==> src/i2c_mbe_pkg.sv <==
// types, codes and reset values shared by the i2c master bit engine
// no dependencies
package i2c_mbe_pkg;

  localparam int unsigned CfgW = 16;
  localparam int unsigned ByteW = 8;
  localparam int unsigned CfgIdxW = 8;

  localparam logic [CfgW-1:0] HalfPeriodReset = 16'd100;
  localparam logic [CfgW-1:0] AckPollReset = 16'd1000;

  typedef enum logic [CfgIdxW-1:0] {
    REG_HALF_PERIOD = 8'd0,
    REG_ACK_POLL    = 8'd1
  } reg_idx_e;

  typedef enum logic [2:0] {
    CMD_TICK  = 3'd0,
    CMD_START = 3'd1,
    CMD_STOP  = 3'd2,
    CMD_WRITE = 3'd3,
    CMD_READ  = 3'd4,
    CMD_NACK  = 3'd5
  } cmd_e;

  typedef enum logic [3:0] {
    PH_IDLE     = 4'd0,
    PH_ST_A     = 4'd1,
    PH_ST_B     = 4'd2,
    PH_SP_A     = 4'd3,
    PH_SP_B     = 4'd4,
    PH_WR_LOW   = 4'd5,
    PH_WR_HIGH  = 4'd6,
    PH_ACK_LOW  = 4'd7,
    PH_ACK_POLL = 4'd8,
    PH_RD_LOW   = 4'd9,
    PH_RD_HIGH  = 4'd10,
    PH_MA_LOW   = 4'd11,
    PH_MA_HIGH  = 4'd12,
    PH_NK_LOW   = 4'd13,
    PH_NK_HIGH  = 4'd14
  } phase_e;

  typedef struct packed {
    logic [CfgW-1:0] half_period;
    logic [CfgW-1:0] ack_poll_limit;
  } cfg_t;

  typedef struct packed {
    logic [2:0]       mode;
    logic [ByteW-1:0] write_data;
    logic             sda_sample;
  } word_t;

  typedef struct packed {
    logic             scl_level;
    logic             sda_level;
    logic             busy;
    logic             done;
    logic             ack_ok;
    logic [ByteW-1:0] read_data;
  } result_t;

  typedef struct packed {
    phase_e           phase;
    logic [3:0]       bit_count;
    logic [ByteW-1:0] shift_byte;
    logic [CfgW-1:0]  wait_count;
    logic [CfgW-1:0]  poll_count;
    logic             scl_drive;
    logic             sda_drive;
    logic             ack_flag;
    logic [ByteW-1:0] read_latch;
  } seq_state_t;

endpackage

==> src/i2c_mbe_cfg.sv <==
// configuration registers: half period and ack poll limit
// depends on i2c_mbe_pkg
module i2c_mbe_cfg import i2c_mbe_pkg::*; (
  input  logic               clk_i,
  input  logic               rst_ni,
  input  logic               cfg_valid_i,
  output logic               cfg_ready_o,
  input  logic [CfgIdxW-1:0] cfg_index_i,
  input  logic [CfgW-1:0]    cfg_data_i,
  output cfg_t               cfg_o
);

  cfg_t cfg_q, cfg_d;

  assign cfg_ready_o = 1'b1;

  always_comb begin
    cfg_d = cfg_q;
    if (cfg_valid_i) begin
      case (cfg_index_i)
        REG_HALF_PERIOD: cfg_d.half_period = cfg_data_i;
        REG_ACK_POLL:    cfg_d.ack_poll_limit = cfg_data_i;
        default:         cfg_d = cfg_q;
      endcase
    end
  end

  always_ff @(posedge clk_i or negedge rst_ni) begin
    if (!rst_ni) begin
      cfg_q.half_period <= HalfPeriodReset;
      cfg_q.ack_poll_limit <= AckPollReset;
    end else begin
      cfg_q <= cfg_d;
    end
  end

  assign cfg_o = cfg_q;

endmodule

==> src/i2c_mbe_seq.sv <==
// line sequencer: phase state and the per-tick step logic
// depends on i2c_mbe_pkg
module i2c_mbe_seq import i2c_mbe_pkg::*; (
  input  logic    clk_i,
  input  logic    rst_ni,
  input  logic    step_i,
  input  word_t   word_i,
  input  cfg_t    cfg_i,
  output result_t result_o
);

  seq_state_t st_q, st_d;

  always_comb begin
    logic [CfgW-1:0] half;
    logic [CfgW-1:0] limit;
    logic [CfgW:0]   wc_next;
    logic            scl_out;
    logic            sda_out;
    logic            done;
    logic [3:0]      bc_inc;

    half = (cfg_i.half_period == '0) ? CfgW'(1) : cfg_i.half_period;
    limit = (cfg_i.ack_poll_limit == '0) ? CfgW'(1) : cfg_i.ack_poll_limit;
    st_d = st_q;
    done = 1'b0;
    bc_inc = '0;

    if (st_q.phase == PH_IDLE && word_i.mode inside {[CMD_START:CMD_NACK]}) begin
      st_d.bit_count = '0;
      st_d.wait_count = '0;
      case (word_i.mode)
        CMD_START: begin
          st_d.phase = PH_ST_A;
          st_d.scl_drive = 1'b1;
          st_d.sda_drive = 1'b1;
        end
        CMD_STOP: begin
          st_d.phase = PH_SP_A;
          st_d.scl_drive = 1'b1;
          st_d.sda_drive = 1'b0;
        end
        CMD_WRITE: begin
          st_d.shift_byte = word_i.write_data;
          st_d.phase = PH_WR_LOW;
          st_d.scl_drive = 1'b0;
        end
        CMD_READ: begin
          st_d.shift_byte = '0;
          st_d.phase = PH_RD_LOW;
          st_d.scl_drive = 1'b0;
          st_d.sda_drive = 1'b1;
        end
        default: begin
          st_d.phase = PH_NK_LOW;
          st_d.scl_drive = 1'b0;
          st_d.sda_drive = 1'b1;
        end
      endcase
    end

    scl_out = st_d.scl_drive;
    sda_out = st_d.sda_drive;
    wc_next = {1'b0, st_d.wait_count} + 1'b1;

    if (st_d.phase == PH_ACK_POLL) begin
      if (!word_i.sda_sample) begin
        st_d.ack_flag = 1'b1;
        st_d.scl_drive = 1'b0;
        st_d.phase = PH_IDLE;
        done = 1'b1;
      end else begin
        if (st_d.poll_count != '1) begin
          st_d.poll_count = st_d.poll_count + 1'b1;
        end
        if (st_d.poll_count >= limit) begin
          st_d.ack_flag = 1'b0;
          st_d.scl_drive = 1'b0;
          st_d.phase = PH_IDLE;
          done = 1'b1;
        end
      end
    end else if (st_d.phase != PH_IDLE) begin
      if (st_d.phase == PH_RD_HIGH && st_d.wait_count == '0) begin
        st_d.shift_byte = {st_d.shift_byte[ByteW-2:0], word_i.sda_sample};
      end
      bc_inc = st_d.bit_count + 1'b1;
      if (wc_next < {1'b0, half}) begin
        st_d.wait_count = wc_next[CfgW-1:0];
      end else begin
        st_d.wait_count = '0;
        case (st_d.phase)
          PH_ST_A: begin
            st_d.phase = PH_ST_B;
            st_d.scl_drive = 1'b1;
            st_d.sda_drive = 1'b0;
          end
          PH_SP_A: begin
            st_d.phase = PH_SP_B;
            st_d.scl_drive = 1'b1;
            st_d.sda_drive = 1'b1;
          end
          PH_WR_LOW: begin
            st_d.phase = PH_WR_HIGH;
            st_d.scl_drive = 1'b1;
            st_d.sda_drive = st_d.shift_byte[ByteW-1];
            st_d.shift_byte = {st_d.shift_byte[ByteW-2:0], 1'b0};
          end
          PH_WR_HIGH: begin
            st_d.bit_count = bc_inc;
            st_d.scl_drive = 1'b0;
            if (bc_inc >= 4'd8) begin
              st_d.phase = PH_ACK_LOW;
              st_d.sda_drive = 1'b1;
            end else begin
              st_d.phase = PH_WR_LOW;
            end
          end
          PH_ACK_LOW: begin
            st_d.phase = PH_ACK_POLL;
            st_d.scl_drive = 1'b1;
            st_d.sda_drive = 1'b1;
            st_d.poll_count = '0;
          end
          PH_RD_LOW: begin
            st_d.phase = PH_RD_HIGH;
            st_d.scl_drive = 1'b1;
            st_d.sda_drive = 1'b1;
          end
          PH_RD_HIGH: begin
            st_d.bit_count = bc_inc;
            st_d.scl_drive = 1'b0;
            if (bc_inc >= 4'd8) begin
              st_d.read_latch = st_d.shift_byte;
              st_d.phase = PH_MA_LOW;
              st_d.sda_drive = 1'b0;
            end else begin
              st_d.phase = PH_RD_LOW;
              st_d.sda_drive = 1'b1;
            end
          end
          PH_MA_LOW: begin
            st_d.phase = PH_MA_HIGH;
            st_d.scl_drive = 1'b1;
            st_d.sda_drive = 1'b0;
          end
          PH_NK_LOW: begin
            st_d.phase = PH_NK_HIGH;
            st_d.scl_drive = 1'b1;
            st_d.sda_drive = 1'b1;
          end
          default: begin
            st_d.phase = PH_IDLE;
            done = 1'b1;
          end
        endcase
      end
    end

    result_o.scl_level = scl_out;
    result_o.sda_level = sda_out;
    result_o.busy = (st_d.phase != PH_IDLE);
    result_o.done = done;
    result_o.ack_ok = st_d.ack_flag;
    result_o.read_data = st_d.read_latch;
  end

  always_ff @(posedge clk_i or negedge rst_ni) begin
    if (!rst_ni) begin
      st_q.phase <= PH_IDLE;
      st_q.bit_count <= '0;
      st_q.shift_byte <= '0;
      st_q.wait_count <= '0;
      st_q.poll_count <= '0;
      st_q.scl_drive <= 1'b1;
      st_q.sda_drive <= 1'b1;
      st_q.ack_flag <= 1'b0;
      st_q.read_latch <= '0;
    end else if (step_i) begin
      st_q <= st_d;
    end
  end

endmodule

==> src/i2c_master_bit_engine_top.sv <==
// i2c master bit engine top: input register, sequencer, result register
// depends on i2c_mbe_pkg, i2c_mbe_cfg, i2c_mbe_seq
//
// Each input word is one clock tick of the i2c bit engine and yields exactly one
// result word. The block takes one word per clock cycle while the result side
// does not stall; each word is held in the input register and its result in
// the result register, and a stall on the result side holds the input side
// only once both registers are full. The sequencer state advances by one tick
// as each word moves from the input register to the result register.
// Configuration registers (half period at index 0, ack poll limit at index 1)
// are written with cfg_valid_i and are always ready; other indexes are ignored.
module i2c_master_bit_engine_top import i2c_mbe_pkg::*; (
  input  logic               clk_i,
  input  logic               rst_ni,
  input  logic               in_valid_i,
  output logic               in_ready_o,
  input  logic [2:0]         mode_i,
  input  logic [ByteW-1:0]   write_data_i,
  input  logic               sda_sample_i,
  output logic               out_valid_o,
  input  logic               out_ready_i,
  output logic               scl_level_o,
  output logic               sda_level_o,
  output logic               busy_res_o,
  output logic               done_res_o,
  output logic               ack_ok_o,
  output logic [ByteW-1:0]   read_data_o,
  input  logic               cfg_valid_i,
  output logic               cfg_ready_o,
  input  logic [CfgIdxW-1:0] cfg_index_i,
  input  logic [CfgW-1:0]    cfg_data_i
);

  cfg_t    cfg;
  word_t   word_q;
  logic    word_valid_q;
  result_t res_d, res_q;
  logic    res_valid_q;
  logic    step;

  assign step = word_valid_q && (!res_valid_q || out_ready_i);
  assign in_ready_o = !word_valid_q || step;

  i2c_mbe_cfg u_cfg (
    .clk_i       (clk_i),
    .rst_ni      (rst_ni),
    .cfg_valid_i (cfg_valid_i),
    .cfg_ready_o (cfg_ready_o),
    .cfg_index_i (cfg_index_i),
    .cfg_data_i  (cfg_data_i),
    .cfg_o       (cfg)
  );

  i2c_mbe_seq u_seq (
    .clk_i    (clk_i),
    .rst_ni   (rst_ni),
    .step_i   (step),
    .word_i   (word_q),
    .cfg_i    (cfg),
    .result_o (res_d)
  );

  always_ff @(posedge clk_i or negedge rst_ni) begin
    if (!rst_ni) begin
      word_valid_q <= 1'b0;
    end else if (in_ready_o) begin
      word_valid_q <= in_valid_i;
    end
  end

  always_ff @(posedge clk_i) begin
    if (in_valid_i && in_ready_o) begin
      word_q.mode <= mode_i;
      word_q.write_data <= write_data_i;
      word_q.sda_sample <= sda_sample_i;
    end
  end

  always_ff @(posedge clk_i or negedge rst_ni) begin
    if (!rst_ni) begin
      res_valid_q <= 1'b0;
    end else if (step) begin
      res_valid_q <= 1'b1;
    end else if (out_ready_i) begin
      res_valid_q <= 1'b0;
    end
  end

  always_ff @(posedge clk_i) begin
    if (step) begin
      res_q <= res_d;
    end
  end

  assign out_valid_o = res_valid_q;
  assign scl_level_o = res_q.scl_level;
  assign sda_level_o = res_q.sda_level;
  assign busy_res_o  = res_q.busy;
  assign done_res_o  = res_q.done;
  assign ack_ok_o    = res_q.ack_ok;
  assign read_data_o = res_q.read_data;

endmodule
==> config.mk <==
export PLATFORM = sky130hd
export DESIGN_NAME = i2c_master_bit_engine_top
export DESIGN_NICKNAME = d
export VERILOG_FILES = /design/src/i2c_mbe_pkg.sv /design/src/i2c_mbe_cfg.sv /design/src/i2c_mbe_seq.sv /design/src/i2c_master_bit_engine_top.sv
export SDC_FILE = /design/constraint.sdc
export NUM_CORES = 1
export LEC_CHECK = 0
export BUFFER_PORTS_ARGS = -buffer_cell sky130_fd_sc_hd__clkbuf_2
export CORE_MARGIN = 1
export CORE_UTILIZATION = 30
export CTS_CLUSTER_DIAMETER = 80
export DETAILED_ROUTE_END_ITERATION = 8
export HOLD_SLACK_MARGIN = 0.08
export PLACE_DENSITY = 0.48
export RECOVER_POWER = 50
export SETUP_SLACK_MARGIN = 0.4
export SLEW_MARGIN = 20
export SYNTH_ARGS = -nofsm -noshare
export SYNTH_HDL_FRONTEND = slang
export SYNTH_SLANG_ARGS = --single-unit
==> constraint.sdc <==
create_clock -name clk_i -period 7.1 [get_ports clk_i]
set_input_delay 0.71 -clock clk_i [delete_from_list [all_inputs] [get_ports clk_i]]
set_output_delay 0.71 -clock clk_i [all_outputs]
set_load 0.02 [all_outputs]
==> impl_metrics.toml <==
[grt]
grt_pass1_vias = 5424
global_route_wire_length_before_repair_mm = 29.45
grt_overflow_total = 0
largest_net_degree_at_the_start_of_global_routing = 65
groute.usage.overall_pct = 15.66
number_of_antenna_violations_at_the_first_check_in_global_routing = 0

[hold_path]
worst_hold_path.num_cells = 1
min_from = "write_data_i[4]"
hold_class = "primary input to register"
worst_hold_path.endpoint = "word_q[5]"

[routing]
dr_wl_met2_mm = 8.229
initial_drt_pass_iterations = 6
ant_nets = 0
postRouteWirelength_mm = 17.70
wl_per_cell_um = 15.73
drt-vias-per-instance = 4.961
drc = 0
m1WireLength_mm = 8.748
wl_met3_um = 497
highest_layer = "met4"
drt_first_iter_violations = 488
overall_via_count_from_detail_route = 5581

[synth]
netlist.top_cell.by_area = "dfrtp_1"
synth_top_cell_area_share_pct = 29.11
synth_top_family_by_area = "compound AO/OA/AOI/OAI gates"
synth_enable_flop_cells = 25
synth_fp_nets = 829
synth-async-reset-ratio_pct = 78.81
mean_instance_size_in_the_synthesized_netlist_sq_um = 9.360
synth_adder_area_share_pct = 6.213
synth_top_cells_by_area = "dfrtp_1, edfxtp_1, ha_1"
postSynthCellCount = 753
synth_seq_area_share_pct = 43.87
muxShareOfSynthArea_pct = 5.610
yosys_most_used_dff = "dfrtp_1"
post_synthesis_compound_gate_area_fraction_pct = 17.70
yosys.area_share.xor_xnor_pct = 3.355
postSynthRegisterBits = 118
yosysWarnings = 0
synth.cell_area_sq_um = 7048
simple_gate_share_of_the_synthesized_area_pct = 17.54
ys_types = 65

[status]
violated_checks = "max-capacitance violations, max-slew violations"
status = "finished with violations"

[setup_path]
worst-endpoint-arrival_ns = 5.88
crit_fanout = 16
regToRegSetupSlack_ns = 1.52
worstSetupPathType = "register to register"
worst-r2r-cell-count = 19
timing.rr.start = "word_q[11]"
worstReg2RegEnd = "u_seq.st_q[22]"
worstSetupEndpointType = "register"
cp_data_required_time_ns = 7.40
critPathLaunchType = "register"

[timing]
grt_setup_unrepaired = "no"
final-setup-viol-count = 0
final.setup.tns_ns = 0
tcrit_tclk_final_pct = 78.56
timing.fmax_mhz = 179.3
max_slew.worst_pin.slew_ns = 3.655
report.final.slew_viol_count = 96
report.final.hold_viol_count = 0
whs_ns = 0.4589
timing.slew.headroom_pct = -143.7
finalCriticalPeriod_ns = 5.578
clock_skew_ns = 0.01085

[cells_and_area]
drive_above_1_share_pct = 17.12
final_common_cell = "nand2_1"
area_growth_pct = 15.82
antenna_cells_inserted = 0
finalCoreUtilization_pct = 35.73
fin_nets = 875
fillCellCount = 2412
layout_common_cells = "nand2_1, dfrtp_1, o21ai_0"

[clock_network]
clock-root-buffer = "clkbuf_16"
post_cts_resized = 0
cts.hold.buffers_added = 0
cts.repair_timing.setup_buffer_count = 0
clk_pin_slew_ns = 0.06
cts_max_path_buffers = 2
cts_tree = "yes"
tritoncts_num_sinks = 118
clock_tree.htree_level_count = 4
tritoncts.num_buffers = 17
clk_latency_ns = 0.42

[power_and_ir_drop]
vdd.ir_drop.worst_uv = 140.5
total_power_mw = 2.483
power-per-cell-area_nw_per_um2 = 304.2
cellLeakagePower_nw = 3.448

[place]
gpl.final_weighted_congestion = 0.8075
dpl.hpwl_mm = 12.72
placement.io_buffers = 55

[floorplan]
floorplan.initialDensity_pct = 30.85
core-area_sq_um = 22850
std_cell_rows = 55
die_height_um = 155.3
die_width_um = 155.3
die_area_sq_um = 24110
ioPinCount = 57

[flow_run]
max_cap_violations = 2
-- final cells by class --
cell class | instances | area, sq um | area share [%]
Inverter | 59 | 221.5 | 2.713
Tap cell | 313 | 391.6 | 4.798
Clock buffer | 20 | 467.9 | 5.733
Timing Repair Buffer | 64 | 326.6 | 4.001
Multi-Input combinational cell | 539 | 3563 | 43.65
Sequential cell | 118 | 3092 | 37.88
Clock inverter | 12 | 100.1 | 1.226
-- flip-flops by register name (all words and copies together), names as in the netlist --
signal / count
done_res_o: 1
ack_ok_o: 1
word_valid_q: 1
scl_level_o: 1
u_seq.st_q: 59
sda_level_o: 1
busy_res_o: 1
word_q: 12
read_data_o: 8
u_cfg.cfg_o: 32
out_valid_o: 1
-- power breakdown --
group	total [mW]	internal [mW]	leakage, nW	switching (mW)
logic	0.737	0.270	1.76	0.467
registers	0.914	0.801	1.41	0.113
clock network	0.833	0.508	0.273	0.325
-- worst max-delay path, cell delays in order, from the launching register on --
cell and delay, ns:
edfxtp_1 0.61, or3_4 0.49, nand3_2 0.25, nand2_1 0.12, inv_1 0.09, ha_1 0.21
nand2_1 0.07, nor3_1 0.32, and3_1 0.26, nand3_1 0.12, nand3_1 0.10, o21ai_0 0.11
ha_1 0.31, nand4_1 0.17, nor4_1 0.53, o32ai_4 0.17, a31oi_4 0.27, or2_1 0.58
a31oi_4 0.38, a22o_1 0.28
-- cell usage after synthesis, types with 6 or more instances --
cell type and number:
inv_1 59, a31oi_1 9, dfrtp_1 82, nor3_1 20, nor2_1 49, xnor2_1 14
clkbuf_1 27, a21oi_1 24, a211oi_1 6, nand4_1 7, and3_1 8, nand2b_1 7
mux2i_1 17, or2_2 8, dfstp_2 11, nand2_1 94, a21o_1 6, nand3_1 24
a222oi_1 8, o21ai_0 71, ha_1 35, a22o_1 12, nor4_1 13, a221o_1 8
edfxtp_1 25, mux2_2 20, xor2_1 13
-- worst max-delay path by stage --
stage | cells past startpoint | slack (ns) | start | to
finish | 19 | 1.52 | word_q[11] | u_seq.st_q[22]
CTS | 19 | 1.52 | word_q[11] | u_seq.st_q[22]
detailed placement | 19 | 1.55 | word_q[11] | u_seq.st_q[22]
floorplan | 22 | 2.60 | word_q[11] | u_seq.st_q[22]
global placement | 19 | 1.73 | word_q[11] | u_seq.st_q[25]
global route | 19 | 1.07 | word_q[11] | u_seq.st_q[12]
-- layer usage --
metal / global-route usage, % / up-vias
met1: 21.47 / 2674
met5: 0 / -
met4: 4.715 / 0
li1: - / 2799
met3: 3.343 / 21
met2: 24.71 / 87
-- logic make-up (layout without fill, tap and decap cells) --
group	Yosys count	count (layout)
mux	37	37
other cells	1	1
buf+inv	96	155
simple gates	256	256
flops	118	118
xor+xnor	27	27
fa+ha+maj	35	35
compound gates	183	183
-- metrics by stage --
| step | setup slack, ns | cells | area (sq um) |
|---|---|---|---|
| final | 1.522 | 1125 | 8163 |
| after floorplan | 2.596 | 753 | 7048 |
| after global placement | 1.731 | 1092 | 7606 |
| after detailed placement | 1.548 | 1092 | 7606 |
| after global routing | 1.071 | 1125 | 8163 |
| after CTS | 1.525 | 1124 | 8174 |
Power figures use the tool's default switching activity.
